## src/design/assert_macros.svh

```systemverilog
// assertion macros shared by the design files
// no dependencies; checks compile away when SYNTHESIS is defined
`ifndef ASSERT_MACROS_SVH
`define ASSERT_MACROS_SVH
`ifndef SYNTHESIS
`define ASSERT_ALWAYS(label, clk, rst, expr) \
  label: assert property (@(posedge clk) disable iff (rst) (expr)) \
    else $error("invariant violated");
`define ASSERT_IMPLIES(label, clk, rst, cause, effect) \
  label: assert property (@(posedge clk) disable iff (rst) (cause) |=> (effect)) \
    else $error("sequence violated");
`else
`define ASSERT_ALWAYS(label, clk, rst, expr)
`define ASSERT_IMPLIES(label, clk, rst, cause, effect)
`endif
`endif

```

## src/design/mmpd_pkg.sv

```systemverilog
// types, constants and the output scaling function of the peak decimator
// no dependencies
`timescale 1ns / 1ps

package mmpd_pkg;

  localparam int QUEUE_DEPTH = 4;
  localparam int QPTR_W      = 2;
  localparam int QCNT_W      = 3;
  localparam int CFG_INDEX_W = 2;

  localparam logic [CFG_INDEX_W-1:0] REG_STEP   = 2'd0;
  localparam logic [CFG_INDEX_W-1:0] REG_STEREO = 2'd1;
  localparam logic [CFG_INDEX_W-1:0] REG_WIDE   = 2'd2;

  typedef struct packed {
    logic signed [15:0] sample_value;
    logic               stream_end;
  } in_item_t;

  typedef struct packed {
    logic signed [7:0] peak_value;
    logic              is_minimum;
  } out_item_t;

  typedef struct packed {
    logic signed [7:0] max_val;
    logic signed [7:0] min_val;
  } pair_t;

  typedef struct packed {
    logic  valid;
    pair_t pair;
  } pair_write_t;

  // divide by 256 toward zero in wide mode, otherwise saturate to a byte
  function automatic logic signed [7:0] scale_peak(input logic signed [15:0] v,
                                                   input logic wide);
    logic signed [16:0] biased;
    logic signed [7:0]  r;
    biased = {v[15], v} + (v[15] ? 17'sd255 : 17'sd0);
    if (wide) begin
      r = biased[15:8];
    end else if (v > 16'sd127) begin
      r = 8'sd127;
    end else if (v < -16'sd128) begin
      r = -8'sd128;
    end else begin
      r = v[7:0];
    end
    return r;
  endfunction

endpackage

```

## src/design/mmpd_front.sv

```systemverilog
// front end: configuration registers, group tracking and rate accumulator
// depends on mmpd_pkg and assert_macros.svh
`timescale 1ns / 1ps
`include "assert_macros.svh"

module mmpd_front import mmpd_pkg::*; #(
  parameter int FRAC_BITS = 16
) (
  input  logic                   clk,
  input  logic                   rst,
  input  logic                   cfg_write,
  input  logic [CFG_INDEX_W-1:0] cfg_index,
  input  logic [FRAC_BITS:0]     cfg_data,
  input  logic                   accept,
  input  in_item_t               item,
  output pair_write_t            wr
);

  localparam logic [FRAC_BITS:0] ONE_FIXED = {1'b1, {FRAC_BITS{1'b0}}};
  localparam logic [FRAC_BITS:0] MIN_STEP  = {{FRAC_BITS{1'b0}}, 1'b1};

  logic [FRAC_BITS:0] step_increment;
  logic               stereo_mode;
  logic               wide_samples;

  logic [FRAC_BITS:0] acc;
  logic signed [15:0] group_max;
  logic signed [15:0] group_min;
  logic               slot;

  logic signed [15:0] sample_ext;
  logic signed [15:0] max_next;
  logic signed [15:0] min_next;
  logic               frame_done;
  logic [FRAC_BITS:0] step_eff;
  logic [FRAC_BITS:0] acc_sum;
  logic               emit;

  always_ff @(posedge clk) begin
    if (rst) begin
      step_increment <= ONE_FIXED;
      stereo_mode    <= 1'b0;
      wide_samples   <= 1'b0;
    end else if (cfg_write) begin
      unique case (cfg_index)
        REG_STEP:   step_increment <= cfg_data;
        REG_STEREO: stereo_mode    <= cfg_data[0];
        REG_WIDE:   wide_samples   <= cfg_data[0];
        default:    ;
      endcase
    end
  end

  always_comb begin
    sample_ext = wide_samples ? item.sample_value
                              : {{8{item.sample_value[7]}}, item.sample_value[7:0]};
    max_next   = (sample_ext > group_max) ? sample_ext : group_max;
    min_next   = (sample_ext < group_min) ? sample_ext : group_min;
    frame_done = !stereo_mode || slot;
    priority if (step_increment == '0) begin
      step_eff = MIN_STEP;
    end else if (step_increment > ONE_FIXED) begin
      step_eff = ONE_FIXED;
    end else begin
      step_eff = step_increment;
    end
    // acc stays below one, so the sum stays below two and cannot wrap
    acc_sum = frame_done ? acc + step_eff : acc;
    emit    = acc_sum[FRAC_BITS];
  end

  always_comb begin
    wr.valid        = accept && (emit || item.stream_end);
    wr.pair.max_val = scale_peak(max_next, wide_samples);
    wr.pair.min_val = scale_peak(min_next, wide_samples);
  end

  always_ff @(posedge clk) begin
    if (rst) begin
      acc       <= '0;
      group_max <= '0;
      group_min <= '0;
      slot      <= 1'b0;
    end else if (accept) begin
      if (item.stream_end) begin
        acc       <= '0;
        group_max <= '0;
        group_min <= '0;
        slot      <= 1'b0;
      end else begin
        slot      <= stereo_mode ? !slot : 1'b0;
        acc       <= {1'b0, acc_sum[FRAC_BITS-1:0]};
        group_max <= emit ? 16'sd0 : max_next;
        group_min <= emit ? 16'sd0 : min_next;
      end
    end
  end

  `ASSERT_ALWAYS(a_acc_below_one, clk, rst, !acc[FRAC_BITS])
  `ASSERT_IMPLIES(a_end_clears, clk, rst, accept && item.stream_end,
                  acc == '0 && slot == 1'b0 && group_max == 16'sd0 && group_min == 16'sd0)

endmodule

```

## src/design/mmpd_queue.sv

```systemverilog
// short queue of emitted max/min pairs between front and back end
// depends on mmpd_pkg and assert_macros.svh
`timescale 1ns / 1ps
`include "assert_macros.svh"

module mmpd_queue import mmpd_pkg::*; (
  input  logic        clk,
  input  logic        rst,
  input  pair_write_t wr,
  input  logic        rd,
  output logic        q_full,
  output logic        q_valid,
  output pair_t       q_data
);

  pair_t             slots [QUEUE_DEPTH];
  logic [QPTR_W-1:0] wr_ptr;
  logic [QPTR_W-1:0] rd_ptr;
  logic [QCNT_W-1:0] count;
  logic              do_rd;

  assign q_full  = (count == QCNT_W'(QUEUE_DEPTH));
  assign q_valid = (count != '0);
  assign q_data  = slots[rd_ptr];
  assign do_rd   = rd && q_valid;

  always_ff @(posedge clk) begin
    if (wr.valid) begin
      slots[wr_ptr] <= wr.pair;
    end
  end

  // depth is a power of two, so the pointers wrap on their own
  always_ff @(posedge clk) begin
    if (rst) begin
      wr_ptr <= '0;
      rd_ptr <= '0;
      count  <= '0;
    end else begin
      if (wr.valid) wr_ptr <= wr_ptr + 1'b1;
      if (do_rd)    rd_ptr <= rd_ptr + 1'b1;
      unique case ({wr.valid, do_rd})
        2'b10:   count <= count + 1'b1;
        2'b01:   count <= count - 1'b1;
        default: count <= count;
      endcase
    end
  end

  `ASSERT_ALWAYS(a_no_write_when_full, clk, rst, !(wr.valid && q_full))
  `ASSERT_ALWAYS(a_count_in_range, clk, rst, count <= QCNT_W'(QUEUE_DEPTH))

endmodule

```

## src/design/mmpd_back.sv

```systemverilog
// back end: splits each pair into a maximum then a minimum result
// depends on mmpd_pkg and assert_macros.svh
`timescale 1ns / 1ps
`include "assert_macros.svh"

module mmpd_back import mmpd_pkg::*; (
  input  logic      clk,
  input  logic      rst,
  input  logic      q_valid,
  input  pair_t     q_data,
  output logic      q_rd,
  input  logic      pop,
  output logic      empty,
  output out_item_t peak
);

  logic  hold_valid;
  logic  phase;
  pair_t hold;
  logic  take;
  logic  load;

  assign take  = pop && hold_valid;
  // reload when the register is free or its minimum leaves this cycle
  assign load  = q_valid && (!hold_valid || (take && phase));
  assign q_rd  = load;
  assign empty = !hold_valid;

  always_comb begin
    peak.peak_value = phase ? hold.min_val : hold.max_val;
    peak.is_minimum = phase;
  end

  always_ff @(posedge clk) begin
    if (load) hold <= q_data;
  end

  always_ff @(posedge clk) begin
    if (rst) begin
      hold_valid <= 1'b0;
      phase      <= 1'b0;
    end else if (load) begin
      hold_valid <= 1'b1;
      phase      <= 1'b0;
    end else if (take) begin
      if (!phase) begin
        phase <= 1'b1;
      end else begin
        hold_valid <= 1'b0;
        phase      <= 1'b0;
      end
    end
  end

  `ASSERT_IMPLIES(a_min_follows_max, clk, rst, take && !phase,
                  hold_valid && phase && $stable(hold))
  `ASSERT_ALWAYS(a_phase_only_when_valid, clk, rst, !phase || hold_valid)

endmodule

```

## src/design/minmax_peak_decimator.sv

```systemverilog
// top level of the min/max peak envelope decimator
// depends on mmpd_pkg, mmpd_front, mmpd_queue and mmpd_back
`timescale 1ns / 1ps

// Min/max peak envelope decimator. One signed sample is taken per clock
// (push while full is low); a sample never waits on its own computation, so
// full rises only when all four entries of the pair queue are occupied. Each group
// boundary (accumulator reaching one, or a sample flagged stream_end) places
// one pair in that queue, and the result side delivers it as two transfers,
// maximum then minimum, one per cycle while pop is high, through its output
// register. The sustained input rate is therefore one sample per cycle as long
// as group boundaries come at most every second sample and pop stays high; with
// more frequent boundaries the result port, at two transfers per pair, sets the
// rate. Configuration writes take effect on the next cycle and have no read-back.

module minmax_peak_decimator import mmpd_pkg::*; #(
  parameter int FRAC_BITS = 16
) (
  input  logic                   clk,
  input  logic                   rst,
  input  logic                   cfg_write,
  input  logic [CFG_INDEX_W-1:0] cfg_index,
  input  logic [FRAC_BITS:0]     cfg_data,
  input  logic                   push,
  output logic                   full,
  input  in_item_t               sample,
  output logic                   empty,
  input  logic                   pop,
  output out_item_t              peak
);

  pair_write_t wr;
  logic        accept;
  logic        q_full;
  logic        q_valid;
  logic        q_rd;
  pair_t       q_data;

  assign full   = q_full;
  assign accept = push && !q_full;

  mmpd_front #(
    .FRAC_BITS (FRAC_BITS)
  ) u_front (
    .clk       (clk),
    .rst       (rst),
    .cfg_write (cfg_write),
    .cfg_index (cfg_index),
    .cfg_data  (cfg_data),
    .accept    (accept),
    .item      (sample),
    .wr        (wr)
  );

  mmpd_queue u_queue (
    .clk     (clk),
    .rst     (rst),
    .wr      (wr),
    .rd      (q_rd),
    .q_full  (q_full),
    .q_valid (q_valid),
    .q_data  (q_data)
  );

  mmpd_back u_back (
    .clk     (clk),
    .rst     (rst),
    .q_valid (q_valid),
    .q_data  (q_data),
    .q_rd    (q_rd),
    .pop     (pop),
    .empty   (empty),
    .peak    (peak)
  );

endmodule

```

## config.mk

```make
export PLATFORM = sky130hd
export DESIGN_NAME = minmax_peak_decimator
export DESIGN_NICKNAME = d
export VERILOG_FILES = /design/src/design/mmpd_pkg.sv /design/src/design/mmpd_front.sv /design/src/design/mmpd_queue.sv /design/src/design/mmpd_back.sv /design/src/design/minmax_peak_decimator.sv
export VERILOG_INCLUDE_DIRS = /design/src /design/src/design
export SDC_FILE = /design/constraint.sdc
export NUM_CORES = 1
export LEC_CHECK = 0
export ABC_AREA = 1
export BUFFER_PORTS_ARGS = -buffer_cell sky130_fd_sc_hd__buf_2
export CORE_UTILIZATION = 34
export CTS_BUF_LIST = sky130_fd_sc_hd__clkbuf_8
export CTS_CLUSTER_DIAMETER = 120
export DETAILED_ROUTE_END_ITERATION = 10
export PLACE_DENSITY = 0.51
export SYNTH_ARGS = -nofsm -noshare
export SYNTH_HDL_FRONTEND = slang
export SYNTH_SLANG_ARGS = --single-unit
```

## constraint.sdc

```tcl
create_clock -name clk -period 3.8 [get_ports clk]
set_clock_uncertainty 0.2 [all_clocks]
set_input_delay 0.38 -clock clk [delete_from_list [all_inputs] [get_ports clk]]
set_output_delay 0.38 -clock clk [all_outputs]
set_load 0.005 [all_outputs]
```

### Yosys cells after proc, flatten, opt, wreduce, memory -nomap -nowiden

Memories as Yosys holds them, arrays and structs flattened. A register that Yosys moved wholly into a read port is not among the register bits.
Cells that the tools add are included.
Widths: inputs -> output; s select.

* logic and storage cells: 88
* bits in read-only memories: 0
* input bits: 41
* bits in registers: 78
* bits in writable memories: 64
* latch bits: 0
* memories kept: 1

Memories
* u_queue.slots: depth 4, width 16, read ports 1, clocked after memory_dff 1, write ports 1, line mmpd_queue.sv:16 `pair_t slots [QUEUE_DEPTH];`

* equality and inequality tests: 5
* bitwise gates (word level): 0
* $mul: 0
* reduce and logical (&&, ||, !) cells: 26
* mux-type cells: 29
* shift operators: 0
* add/subtract/negate cells: 7
* order comparisons: 7
* divide/modulo/power cells: 0

Operators with widths (count)
* $mux 16: 8
* $mux 8: 9
* $mux 17: 3
* $add 16x8->16: 2
* $gt 16x8->1 const B: 2
* $lt 16x8->1 const B: 2
* $add 17x17->17: 1
* $gt 17x17->1 const B: 1
* $logic_not 17->1: 1
* $gt 16x16->1: 1
* $lt 16x16->1: 1
* $reduce_and 2->1: 5
* $mux 1: 8
* $reduce_bool 2->1: 4
* $logic_and 1x1->1: 6
* $pmux 3 s2: 1
* $add 2x1->2 const B: 2
* $eq 2x1->1 const B: 2
* $eq 2x2->1 const B: 2
* $logic_not 1->1: 4
* $add 3x1->3 const B: 1
* $eq 3x3->1 const B: 1
* $logic_or 1x1->1: 3
* $reduce_bool 3->1: 1
* 3 further kinds: 3

### Logic depth before layout (Yosys ltp)

* word-level depth: 9
* gate-level depth with buffers: 29

### Modules after synthesis

Synthesis repeated with hierarchy kept, for this count alone.

* cell total of the unflattened synthesis: 1243
* area, all modules: 9495.4 um2

Modules (own cells, without submodules)
* mmpd_front: cells an instance 964, instances 1, seq. area each 1361.3 um2, area each 5952.0 um2
* mmpd_queue: cells an instance 220, instances 1, seq. area each 2102.0 um2, area each 2825.2 um2
* mmpd_back: cells an instance 57, instances 1, seq. area each 520.5 um2, area each 708.2 um2
* minmax_peak_decimator: cells an instance 2, instances 1, seq. area each 0.0 um2, area each 10.0 um2

### Worst setup path after synthesis

OpenSTA, ideal clock, no wires.

* path type: register to register
* start: register u_front.step_increment[0]
* end: memory u_queue.slots[0][0] (netlist bit) (enable)
* setup time: 0.389 ns
* cell stages (with the launch flop): 18
* arrival time: 3.383 ns
* setup slack: -0.172 ns
* path through: dfxtp_1 -> nor4_1 -> nand4_1 -> nand2_1 -> nand2_1 -> o21ai_0 -> ha_1 -> inv_1 -> fa_1 -> o21ai_1 -> a21oi_1 -> o21ai_2 -> nand3_1 -> nand3_1 -> a31oi_2 -> or2_2 -> buf_2 -> nor2_1

* word-level cells in the longest chain between the ends: 9
* elaborated cells between the ends (all ways): 10

RTL lines
* start, declared: line mmpd_front.sv:22 `logic [FRAC_BITS:0] step_increment;`
* start signal, assigned: line mmpd_front.sv:46 `REG_STEP: step_increment <= cfg_data;`
* $gt 17x17->1: line mmpd_front.sv:62 `end else if (step_increment > ONE_FIXED) begin`
* $mux 17: line mmpd_front.sv:62
* $mux 17 (*): line mmpd_front.sv:60 `priority if (step_increment == '0) begin`
* $add 17x17->17 (*): line mmpd_front.sv:68 `acc_sum = frame_done ? acc + step_eff : acc;`
* $mux 17 (*): line mmpd_front.sv:68
* $logic_or 1x1->1 (*): line mmpd_front.sv:73 `wr.valid = accept && (emit || item.stream_end);`
* $logic_and 1x1->1 (*): line mmpd_front.sv:73
* $mux 1 (*): line mmpd_queue.sv:28 `if (wr.valid) begin`
* $mux 1 (implied by the code) (*): line mmpd_queue.sv:29 `slots[wr_ptr] <= wr.pair;`
* end, declared: line mmpd_queue.sv:16

Every way passes the cells marked *; elsewhere a longest branch is shown, timed or not. The select of a mux whose other input is x is not followed.

==> results.yml <==
power_and_ir_drop:
  power_leakage_uw: 0.005649
  sw_frac_of_total_pct: 36.73
  vdd_ir_drop_max_v: 0.0001979
  internal_power_uw: 3729
  p_switching_uw: 2165
  clkPwrFrac_pct: 21.8
  comb_power_share_pct: 41.1
  seq_power_share_pct: 37.1
  p_per_area_nw_per_um2: 433.8
  finalPower_uw: 5893
grt:
  antenna_found_initial: 0
  grt-ovfl-total: 0
  grt_max_degree: 38
  grt_pass1_vias: 8755
  grt_pass1_wl_mm: 44.51
  grt_usage_pct: 19.89
worst_setup_path:
  endpoint: "u_queue.slots[3][13]"
  reg2reg_slack_ns: -0.22
  reg2regPathDepth: 26
  cp.arrival_ns: 4.02
  path_max_fanout: 8
  endpoint_kind: "register"
  path_class: "reg2reg"
  cp.required_ns: 3.80
  rr_endpoint: "u_queue.slots[3][13]"
  crit_start: "u_front.wide_samples"
  critPathLaunchType: "register"
  r2r-start: "u_front.wide_samples"
clocking:
  cts_tree: "done"
  insertion_delay_ns: 0.47
  cts-htree-levels: 4
  path_clk_slew_ns: 0.09
  cts_buffers: 17
  cts_sinks: 157
  cts-root-buf: "clkbuf_8"
  cts_buffer_depth: 2
flow_run:
  cap_violations: 0
die:
  start_util_pct: 35.03
  die_h_um: 169.6
  die-area_um2: 28750
  die_w_um: 169.6
  core_um2: 27250
  io_pins: 52
  rows: 60
synthesis:
  synth_warnings: 0
  yosys-top-cells-count: "283 x nand2_1, 170 x inv_1, 109 x a21oi_1, 108 x nor2_1, 90 x o21ai_0"
  async_flop_share_pct: 0
  ys_types: 46
  synth_edf_count: 80
  netlist_area_um2: 9547
  yosys.area.top_type: "edfxtp_1"
  syn_avg_cell_area_um2: 7.650
  ys_ff_latch: 157
  syn-num-nets: 1357
  synthFlopType: "edfxtp_1"
  syn_inst: 1248
  synth.most_common_cell: "nand2_1"
  ys_seq_area_share_pct: 41.31
  synth_top_area_share_pct: 25.16
  synthTopCellsByArea: "edfxtp_1 25%, dfxtp_1 16%, nand2_1 11%"
sta:
  holdWs_ns: 0.04682
  hold_viol: 0
  fmax_mhz: 249.0
  slew_headroom_pct: 16.87
  tightestPinTransition_ns: 1.246
  setup_slack_ns: -0.2166
  tns_ns: -7.523
  min_period_ns: 4.017
  rsz0062_at_grt: "true"
  drv_slew: 0
  finalCritPeriodShare_pct: 105.7
  setup_violations: 78
detailed_routing:
  routedWlPerCell_um: 15.38
  dr.first_iter.drc_count: 515
  via_per_inst: 4.812
  wl_met3_um: 824
  wl_mm: 28.82
  wl_met2_mm: 14.09
  topRoutingLayerUsed: "met4"
  drtAntennaViolNets: 0
  remaining_drc_errors: 0
  drt_pass1_iterations: 4
  wl_met1_mm: 13.37
  routed-via-count: 9013
placement:
  globalplace.congestion: 0.8405
  dp_hpwl_mm: 19.15
  pre_cts_ws_ns: -0.4370
  port-buffer-count: 51
  place_inst: 1758
min_path:
  hp-class: "in2reg"
  worstHoldStart: "pop"
finish:
  layout.nets: 1597
  synthToLayoutAreaGrowth_pct: 42.31
  instances_no_fill: 1873
  drive_gt1_share_pct: 35.64
  fillers: 2615
  diodes: 0
run_status:
  violations: "setup timing"
  status: "finished with violations"
==> routing by layer <==
metal  GRT usage [%]  vias to the layer above
li1                -                     4637
met4           5.562                        0
met1           25.55                     4210
met2           34.05                      140
met3           3.568                       26
met5               0                        -
==> power groups by stage <==
stage / Sequential, µW / Clock (µW) / Combinational [µW]
after global placement: 2230 / 0 / 1780
after global routing: 2210 / 1380 / 2650
after detailed placement: 2230 / 0 / 1790
after floorplan: 2200 / 0 / 1100
after CTS: 2190 / 1330 / 2100
final: 2190 / 1280 / 2420
==> worst min-delay path by stage <==
stage                                     end  slack (ns)  cells after the start
after detailed placement         u_front.slot        0.25                      2
after global placement           u_front.slot        0.24                      2
after global routing             u_back.phase        0.03                      3
after CTS                 u_front.stereo_mode       0.001                      3
after floorplan                  u_front.slot        0.23                      2
final                            u_back.phase        0.05                      4
==> flip-flops by register name (all words and copies together), names as in the netlist, 2 cells and up <==
signal and flops:
u_queue.count 3, u_front.acc 16, u_back.hold 16, u_front.step_increment 17, u_front.group_min 16, u_queue.slots 64
u_queue.wr_ptr 2, u_queue.rd_ptr 2, u_front.group_max 16
==> final cells by class <==
cell class / instances / area (µm²) / area share [%]
Clock inverter: 13 / 135.1 / 0.9947
Inverter: 175 / 661.9 / 4.872
Tap cell: 372 / 465.4 / 3.426
Timing Repair Buffer: 261 / 2102 / 15.47
Sequential cell: 157 / 3946 / 29.05
Clock buffer: 19 / 261.5 / 1.925
Multi-Input combinational cell: 876 / 6013 / 44.26
==> cell families after synthesis <==
logic type	Yosys count	share of synthesized area, %
simple gates	543	25.12
compound gates	263	15.44
buf+inv	216	8.965
flops	157	41.31
fa+ha+maj	68	9.069
xor+xnor	1	0.09176
==> critical path, stage by stage, from the launching register on <==
cell	delay, ns
dfxtp_2	0.35
buf_12	0.12
nor2_4	0.04
buf_6	0.13
a21oi_4	0.15
inv_2	0.06
buf_4	0.14
ha_4	0.26
nand4_1	0.14
nor3_4	0.26
nand2_2	0.12
nand2_2	0.09
nand2_4	0.06
buf_6	0.11
nand4_1	0.20
nand2_8	0.14
buf_6	0.16
ha_4	0.26
nand2_2	0.05
nor2_1	0.09
nand3_1	0.10
nand2_2	0.10
nand3_2	0.08
nand2_4	0.10
nand2_4	0.07
nand2_4	0.06
o21ai_4	0.08
==> per-stage QoR <==
stage          area, µm²  utilization [%]
5_1_grt            13590            49.85
6_report           13590            49.85
3_5_place_dp       11090            40.70
4_1_cts            12680            46.52
2_1_floorplan       9585                -
3_3_place_gp       11090            40.70
==> timing repair <==
action | 4_1_cts | 5_1_grt
pin swaps | 58 | 99
endpoints found under the hold margin | 18 | 0
endpoints found under the setup margin | 131 | 165
cloned | 4 | 1
hold buffers | 18 | 0
resized for setup | 163 | 169
buffers inserted | 43 | 25
==> layout by cell type, fill, tap and decap left out, types with 24 or more instances in the layout <==
| cell type | count |
|---|---|
| o22ai_1 | 25 |
| nand3_1 | 65 |
| nand2_2 | 52 |
| a21oi_1 | 88 |
| buf_4 | 148 |
| nand2_4 | 30 |
| o21ai_0 | 68 |
| edfxtp_1 | 80 |
| ha_4 | 25 |
| inv_2 | 24 |
| nor2_1 | 91 |
| buf_2 | 51 |
| ha_1 | 38 |
| inv_1 | 151 |
| nand2_1 | 219 |
| dfxtp_1 | 75 |
| buf_6 | 38 |
No activity file was read; power rests on OpenSTA's default activity.
